## config.mk

```make
export PLATFORM = sky130hd
export DESIGN_NAME = mcc_front
export DESIGN_NICKNAME = d
export VERILOG_FILES = /design/src/rtl/mcc_pkg.sv /design/src/rtl/mcc_front.sv
export SDC_FILE = /design/constraint.sdc
export NUM_CORES = 1
export LEC_CHECK = 0
export BUFFER_PORTS_ARGS = -buffer_cell sky130_fd_sc_hd__buf_4
export CORE_UTILIZATION = 54
export CTS_BUF_LIST = sky130_fd_sc_hd__clkbuf_16
export CTS_CLUSTER_SIZE = 40
export DETAILED_ROUTE_END_ITERATION = 12
export PLACE_DENSITY = 0.85
export SLEW_MARGIN = 20
export SYNTH_ARGS = -nofsm -noshare
export SYNTH_HDL_FRONTEND = slang
export SYNTH_SLANG_ARGS = --single-unit
```

## constraint.sdc

```tcl
create_clock -name aclk -period 4.8 [get_ports aclk]
set_input_delay 0.48 -clock aclk [delete_from_list [all_inputs] [get_ports aclk]]
set_output_delay 0.48 -clock aclk [all_outputs]
set_load 0.01 [all_outputs]
```

## src/rtl/mcc_pkg.sv

```systemverilog
// Shared types and constants for the mixture component CDF block.
package mcc_pkg;

    localparam int NUM_COMP = 10;
    localparam int COMP_W   = 4;
    localparam int VAL_W    = 32;
    localparam int QDEPTH   = 2;
    localparam int QPTR_W   = 1;

    localparam logic       CMD_LOAD  = 1'b0;
    localparam logic       CMD_DATUM = 1'b1;
    localparam logic [1:0] ROW_LOGW  = 2'd0;
    localparam logic [1:0] ROW_MEAN  = 2'd1;
    localparam logic [1:0] ROW_VAR   = 2'd2;

    // log2(e) and ln(2) in Q.30.
    localparam logic [30:0] LOG2E_Q30 = 31'd1549082005;
    localparam logic [29:0] LN2_Q30   = 30'd744261118;
    // 64.0 in Q.24 minus (LOG2E_Q30 + 1) / 2, folds the exponent offset back out.
    localparam logic [31:0] T_BIAS    = 32'd299200821;
    localparam logic [3:0]  TAYLOR_ORDER = 4'd12;

    typedef struct packed {
        logic              is_datum;
        logic [1:0]        row;
        logic [COMP_W-1:0] comp;
        logic [VAL_W-1:0]  value;
    } item_t;

    typedef struct packed {
        logic        start;
        logic        long_mode;
        logic [63:0] dividend;
        logic [31:0] divisor;
    } div_req_t;

endpackage

```

## src/rtl/mcc_front.sv

```systemverilog
// Input side: accepts requests, drops meaningless loads, queues the rest.
module mcc_front
    import mcc_pkg::*;
(
    input  logic              aclk,
    input  logic              aresetn,
    input  logic              s_valid,
    output logic              s_ready,
    input  logic              s_cmd,
    input  logic [1:0]        s_row,
    input  logic [COMP_W-1:0] s_comp,
    input  logic [VAL_W-1:0]  s_coef,
    input  logic [VAL_W-1:0]  s_datum,
    output logic              q_valid,
    input  logic              q_ready,
    output item_t             q_item
);

    item_t             mem [QDEPTH];
    logic [QPTR_W-1:0] wr_ptr_reg, rd_ptr_reg;
    logic [QPTR_W:0]   cnt_reg;
    logic              keep, push, pop;
    item_t             new_item;

    assign s_ready = (cnt_reg < (QPTR_W+1)'(QDEPTH));
    assign q_valid = (cnt_reg != '0);
    assign q_item  = mem[rd_ptr_reg];

    // Loads to a missing row or component are taken and forgotten.
    assign keep = (s_cmd == CMD_DATUM) ||
                  ((s_row != 2'd3) && (s_comp < COMP_W'(NUM_COMP)));
    assign push = s_valid && s_ready && keep;
    assign pop  = q_valid && q_ready;

    always_comb begin
        new_item.is_datum = s_cmd;
        new_item.row      = s_row;
        new_item.comp     = s_comp;
        new_item.value    = (s_cmd == CMD_DATUM) ? s_datum : s_coef;
    end

    always_ff @(posedge aclk) begin
        if (push) begin
            mem[wr_ptr_reg] <= new_item;
        end
    end

    always_ff @(posedge aclk) begin
        if (!aresetn) begin
            wr_ptr_reg <= '0;
            rd_ptr_reg <= '0;
            cnt_reg    <= '0;
        end else begin
            if (push) begin
                wr_ptr_reg <= wr_ptr_reg + 1'b1;
            end
            if (pop) begin
                rd_ptr_reg <= rd_ptr_reg + 1'b1;
            end
            if (push && !pop) begin
                cnt_reg <= cnt_reg + 1'b1;
            end else if (pop && !push) begin
                cnt_reg <= cnt_reg - 1'b1;
            end
        end
    end

endmodule

```

==> results of run 1 <==
## cell families after synthesis
kind of cell,count (synthesis)
flip-flops,83
buffers and inverters,9
XOR/XNOR,3
AO/OA/AOI/OAI,4
adder cells (fa/ha/maj),1
AND/OR/NAND/NOR,13
multiplexers,72
## worst max-delay path, stage by stage, from the launching register on
cell and delay, ps:
dfxtp_2 920, mux2_2 430, buf_4 150
## synth_stat cells, drive strengths merged
cell type / count / area share, %
nand3b: 1 / 0.22
nor2b: 2 / 0.36
xor2: 1 / 0.25
dfxtp: 5 / 2.9
o211a: 1 / 0.51
inv: 1 / 0.11
or3: 1 / 0.18
buf: 8 / 1.5
ha: 1 / 0.36
nand2: 1 / 0.11
mux2: 71 / 23
nand2b: 2 / 0.58
or2: 1 / 0.18
a21boi: 1 / 0.22
mux2i: 1 / 0.29
xnor2: 2 / 0.51
o21ai: 2 / 0.29
edfxtp: 78 / 68
nor2: 1 / 0.11
and2: 4 / 0.72
## area by class of cell
cell class                 count  area, sq um  share of cell area, %
inverter                       1         3.75                 0.0799
clock inverter                 5         20.0                  0.426
sequential                    83         2440                   52.0
clock buffer                  11          275                   5.86
timing repair buffer         116          883                   18.8
tap                           75         93.8                   2.00
multi-input combinational     93          977                   20.8
## per-stage QoR
stage	util, %	cells
floorplan	-	185
global placement	72.3	367
detailed placement	72.3	367
CTS	77.2	383
global route	77.5	384
finish	77.5	384
## per-layer routing
| metal | GRT usage, % | vias up | wire, um |
|---|---|---|---|
| met5 | 0 | - | 0 |
| met3 | 4.40 | 11 | 369 |
| met1 | 22.5 | 967 | 2430 |
| met4 | 8.42 | 0 | 100 |
| met2 | 34.5 | 75 | 3470 |
| li1 | - | 949 | - |
## how the worst min path moves through the flow
| stage | slack [ps] | cells past startpoint | endpoint | from |
|---|---|---|---|---|
| detailed placement | 530 | 2 | cnt_reg[1]$_SDFFE_PN0P_ | cnt_reg[1]$_SDFFE_PN0P_ |
| CTS | 350 | 1 | mem[1][36]$_DFFE_PP_ | s_row[0] |
| global placement | 490 | 2 | wr_ptr_reg$_SDFFE_PN0P_ | wr_ptr_reg$_SDFFE_PN0P_ |
| global route | 350 | 1 | mem[1][32]$_DFFE_PP_ | s_comp[0] |
| floorplan | 450 | 2 | wr_ptr_reg$_SDFFE_PN0P_ | wr_ptr_reg$_SDFFE_PN0P_ |
| finish | 350 | 1 | mem[1][36]$_DFFE_PP_ | s_row[0] |
## where the power goes
part	internal [mW]	total, mW	switching, mW
Sequential	0.903	0.976	0.0724
Clock	0.405	0.650	0.245
Combinational	0.344	0.575	0.231
Total	1.65	2.20	0.548
==> metrics.txt, run 1 <==
xor/xnor share of the synthesized area 0.758%; number of flip-flops in the largest register 78; post-layout net count 380; CTS tree yes; first-pass GRT wire length 9320 um; FF-to-FF End mem[1][25]$_DFFE_PP_; n_diodes 0; Seq/Total Area, Yosys 70.5%; CTS Sinks 83; Synth cell types 24; hold_ws 355 ps; Worst Clk Skew 5.66 ps; simple-gate area share of the yosys netlist 2.45%; DRC 0; final instance area 4700 sq um; FF+latch count, synth 83; main combinational cell family by area after synthesis multiplexers; DRT antenna net count 0; die area 6740 sq um; maximum vdd drop 366 uV; routed len/inst 16.6 um; vias in the first global route 2025; Starting Density 57.2%; Setup crit start kind flip-flop; Final period util 48.1%; outcome complete, no violations; Post-Syn Instances 185; synth warn 0; IO Pins 116; clk_lat worst skew 320 ps; hpwl dp 4070 um; worst setup path end q_item[1]; Congestion Overflow GR 0; Hold Buf Count CTS 0; CP required 4320 ps; crit path time final 2310 ps; share of cells above drive strength 1 66.3%; Pleak 1.83 nW; vias per cell 5.21; Pwr per Cell Area 469 nW/um^2; # setup viols final 0; Max clock buf depth 2; clock root buffer clkbuf_16; gr usage total 19.4%; CTS resizes 0; max-cap violations 0; Post-DP Area 4380 sq um; global placer's final weighted congestion 0.653; Post-Syn Area 3470 sq um; compound-gate portion of the synthesized area 1.01%; H-tree Lvls 3; worst slew pin tran 952 ps; IO Port Bufs 115; reg-to-reg critical path startpoint cnt_reg[1]$_SDFFE_PN0P_; Die Y 82.1 um; Routed WL 6370 um; max-slew violation count 0; Fmax achieved 433 MHz; CP Max Fanout 39; Max-Slew Margin vs Limit 36.5%; multiplexer share of the synthesized area 23.4%; Final WS setup 2490 ps; reg-to-reg slack, setup 2880 ps; clock-pin slew on the worst setup and hold paths 60 ps; pin count of the biggest net entering global routing 40; FP Rows 28; Num CTS Buffers 9; Final Hold Viols 0; worst slack, placed 2160 ps; crit path DAT 1830 ps; Mapped Nets 261; area grow syn2layout 35.5%; final setup TNS 0 ps; Synth Area in Adders 0.361%; Hold WC Path Type input port to flip-flop; Avg Inst Size Synth 18.7 sq um; crit end category primary output; most common cell after layout, fill and taps aside buf_4; chip width 82.1 um; first drt pass iteration count 4; setup bufs post-CTS 0; overall power 2.20 mW; critical path class flip-flop to primary output; initial antenna violation count 0; DR vias 2002; RSZ-0062 raised after global routing no; worst r2r path cells 3; most frequent cells in the layout buf_4, edfxtp_1, mux2_2, clkbuf_16, inv_1; drt first-iter violations 49; core box area 6060 sq um; Fill cells 359
(Power assumes the default switching activity.)
==> inputs of run 2 (changes only) <==
ABC_AREA = 1   (was not set)
CORE_UTILIZATION = 50   (was 54)
PLACE_DENSITY = 0.79   (was 0.85)
clock period = 2.2 ns   (was 4.8 ns; I/O delays follow)
==> run 2 against run 1 <==
Against the previous run:
- area after synthesis is 0.90% higher
- core utilization is 7.0 points lower
- clock skew is 1.9 ps lower
- clock power is 140% higher
- total power is 120% higher
- combinational power is 130% higher
- flip-flop and latch count stayed put
- critical endpoint is now q_item[33]
==> metrics.txt, run 2 <==
outcome complete, no violations; Pwr per Cell Area 1020 nW/um^2 (+120%); Fmax achieved 578 MHz; Die Y 85.6 um (+4.3%); Max-Slew Margin vs Limit 74.1% (+38 points); crit end category primary output; Max clock buf depth 2 (unchanged); Synth area leaders edfxtp_1, nand2_1, mux2_2; Multi-input gate area 960 sq um (-1.8%); Hold WC Path Type input port to flip-flop; n_diodes 0 (unchanged); DRT antenna net count 0 (unchanged); routed len/inst 14.4 um (-13%); cells along the critical path buf_4 -> mux2_2 -> buf_4; hpwl dp 4590 um (+13%); Worst path max stage delay 400 ps (-520 ps); vias per cell 4.97 (-4.6%); Critical path buffers and inverters 2 (+1); Worst Clk Skew 3.78 ps (-1.89 ps); Final period util 78.7%; Hold Buf Count CTS 0 (unchanged); Flop pwr share 41.5% (-2.8 points); vias in the first global route 2309 (+14%); Setup crit start kind flip-flop; # setup viols final 0 (unchanged); crit path DAT 1510 ps (-320 ps); die area 7330 sq um (+8.7%); combinational power share 26.7% (+0.6 points); count leader, synth nand2_1; synth warn 0 (unchanged); CP required 1980 ps (-2340 ps); worst slew pin tran 388 ps (-564 ps); most frequent cells in the layout buf_4, nand2_1, edfxtp_1, mux2_2, mux2_4; Slowest-stage cell, CP mux2_2; IO Pins 116 (unchanged); post-layout net count 458 (+21%); Fill cells 475 (+32%); CTS tree yes; Internal 3.64 mW (+120%); post-synth top area share 67.0% (-0.60 points); setup bufs post-CTS 0 (unchanged); crit path time final 1730 ps; max-cap violations 0 (unchanged); most common cell after layout, fill and taps aside buf_4; RSZ-0062 raised after global routing no; Post-Syn Area 3500 sq um (+0.90%); Final Hold Viols 0 (unchanged); gr usage total 19.4% (-0.059 points); Routed WL 6700 um (+5.2%); number of flip-flops in the largest register 78 (unchanged); sequential cell area 2440 sq um (unchanged); Synth cell types 17 (-29%); Mapped Nets 336 (+29%); DR vias 2323 (+16%); CP dominant cell by count buf_4; pin count of the biggest net entering global routing 36 (-10%); initial antenna violation count 0 (unchanged); CP Max Fanout 20 (-49%); core box area 6760 sq um (+11%); Psw 1.23 mW (+120%); clock root buffer clkbuf_16; share of cells above drive strength 1 46.0% (-20 points); clock share of power 31.8% (+2.3 points); overall power 4.88 mW (+120%); CTS Sinks 83 (unchanged); delay-heaviest family, CP buffers and inverters; clock-pin slew on the worst setup and hold paths 60 ps (about the same); CTS resizes 0 (unchanged); most frequent cells after synthesis nand2_1, edfxtp_1, mux2_2, mux2_4, buf_2; chip width 85.6 um (+4.3%); H-tree Lvls 3 (unchanged); Switching Fraction 25.3% (+0.36 points); ys flop type edfxtp_1; Post-Syn Instances 260 (+41%); final setup TNS 0 ps (unchanged); Seq/Total Area, Yosys 69.8% (-0.63 points); max-slew violation count 0 (unchanged); area grow syn2layout 36.2%; FF+latch count, synth 83 (unchanged); Num CTS Buffers 9 (unchanged); reg-to-reg slack, setup 760 ps (-2120 ps); maximum vdd drop 897 uV (+150%); first-pass GRT wire length 10400 um (+12%); Starting Density 51.8% (-5.4 points); drt first-iter violations 95 (+94%); ys async rst share 0% (unchanged); IO Port Bufs 115 (unchanged); global placer's final weighted congestion 0.716 (+9.7%); clk_lat worst skew 330 ps (about the same); Pleak 2.05 nW (+12%); number of flops mapped to enable cells by yosys 78 (unchanged); Avg Inst Size Synth 13.5 sq um (-28%); DRC 0 (unchanged); FP Rows 30 (+7.1%); cell taking the most area after synthesis edfxtp_1; first drt pass iteration count 7 (+3); critical path class flip-flop to primary output; Congestion Overflow GR 0 (unchanged)
-- run 2: changes by cell type in the layout (fill, tap and decap cells not counted), moves of 2 or more --
cell       delta
clkbuf_16     -2
mux2_4       +10
clkinv_1      +3
mux2_2       -42
clkinv_4      +2
nand2_1     +103
bufinv_16     +2
o21ai_0       +3
a21oi_1       +6
buf_4         +7
and2_1        -3
xnor2_1       -2
-- run 2: power groups by stage --
stage / Clock [mW] / Combinational (mW) / Sequential [mW]
2_1_floorplan: 0 / 0.754 / 2.05
3_3_place_gp: 0 / 1.28 / 2.04
3_5_place_dp: 0 / 1.31 / 2.06
4_1_cts: 1.58 / 1.31 / 2.03
5_1_grt: 1.66 / 1.39 / 2.04
6_report: 1.55 / 1.30 / 2.02
-- run 2: kinds of logic (layout without fill, tap and decap cells) --
kind of cell | Yosys count | after routing | share of synthesized area (%)
muxes | 39 | 39 | 13.6
buffers and inverters | 18 | 145 | 2.93
AOI/OAI and AO/OA | 10 | 10 | 1.43
and+or+nand+nor | 109 | 109 | 11.8
DFF | 83 | 83 | 69.8
adders and majority gates | 1 | 1 | 0.358
-- run 2: cell type report --
class,count,area share [%]
clock buffer,9,4.73
clock inverter,7,1.94
inverter,7,0.552
multi-input combinational,159,20.1
sequential,83,51.3
tap,80,2.10
timing repair buffer,122,19.2
-- run 2: metal layers --
layer / up-vias / global-route usage [%] / part of all wire, %
li1: 1150 / - / -
met1: 1074 / 24.2 / 44
met2: 88 / 31.0 / 49
met3: 11 / 5.39 / 5.9
met4: 0 / 10.2 / 2.0
met5: - / 0 / 0
-- run 2: final timing paths --
path,end,cells after the start,start
worst max-delay path,q_item[33],3,flip-flop
worst min-delay path,mem[1][32]$_DFFE_PP_,1,s_comp[0]
worst max register to register,cnt_reg[1]$_SDFFE_PN0P_,8,cnt_reg[1]$_SDFFE_PN0P_
worst min register to register,flip-flop,2,rd_ptr_reg$_SDFFE_PN0P_
-- run 2: stage by stage --
stage | setup WS, ps | instance area [sq um] | hold WS [ps] | instances | utilization, %
2_1_floorplan | 195 | 3500 | 319 | 260 | -
3_3_place_gp | 574 | 4450 | 413 | 451 | 65.8
3_5_place_dp | 520 | 4450 | 417 | 451 | 65.8
4_1_cts | 457 | 4760 | 71.7 | 467 | 70.5
5_1_grt | 421 | 4760 | 68.2 | 467 | 70.5
6_report | 470 | 4760 | 79.5 | 467 | 70.5
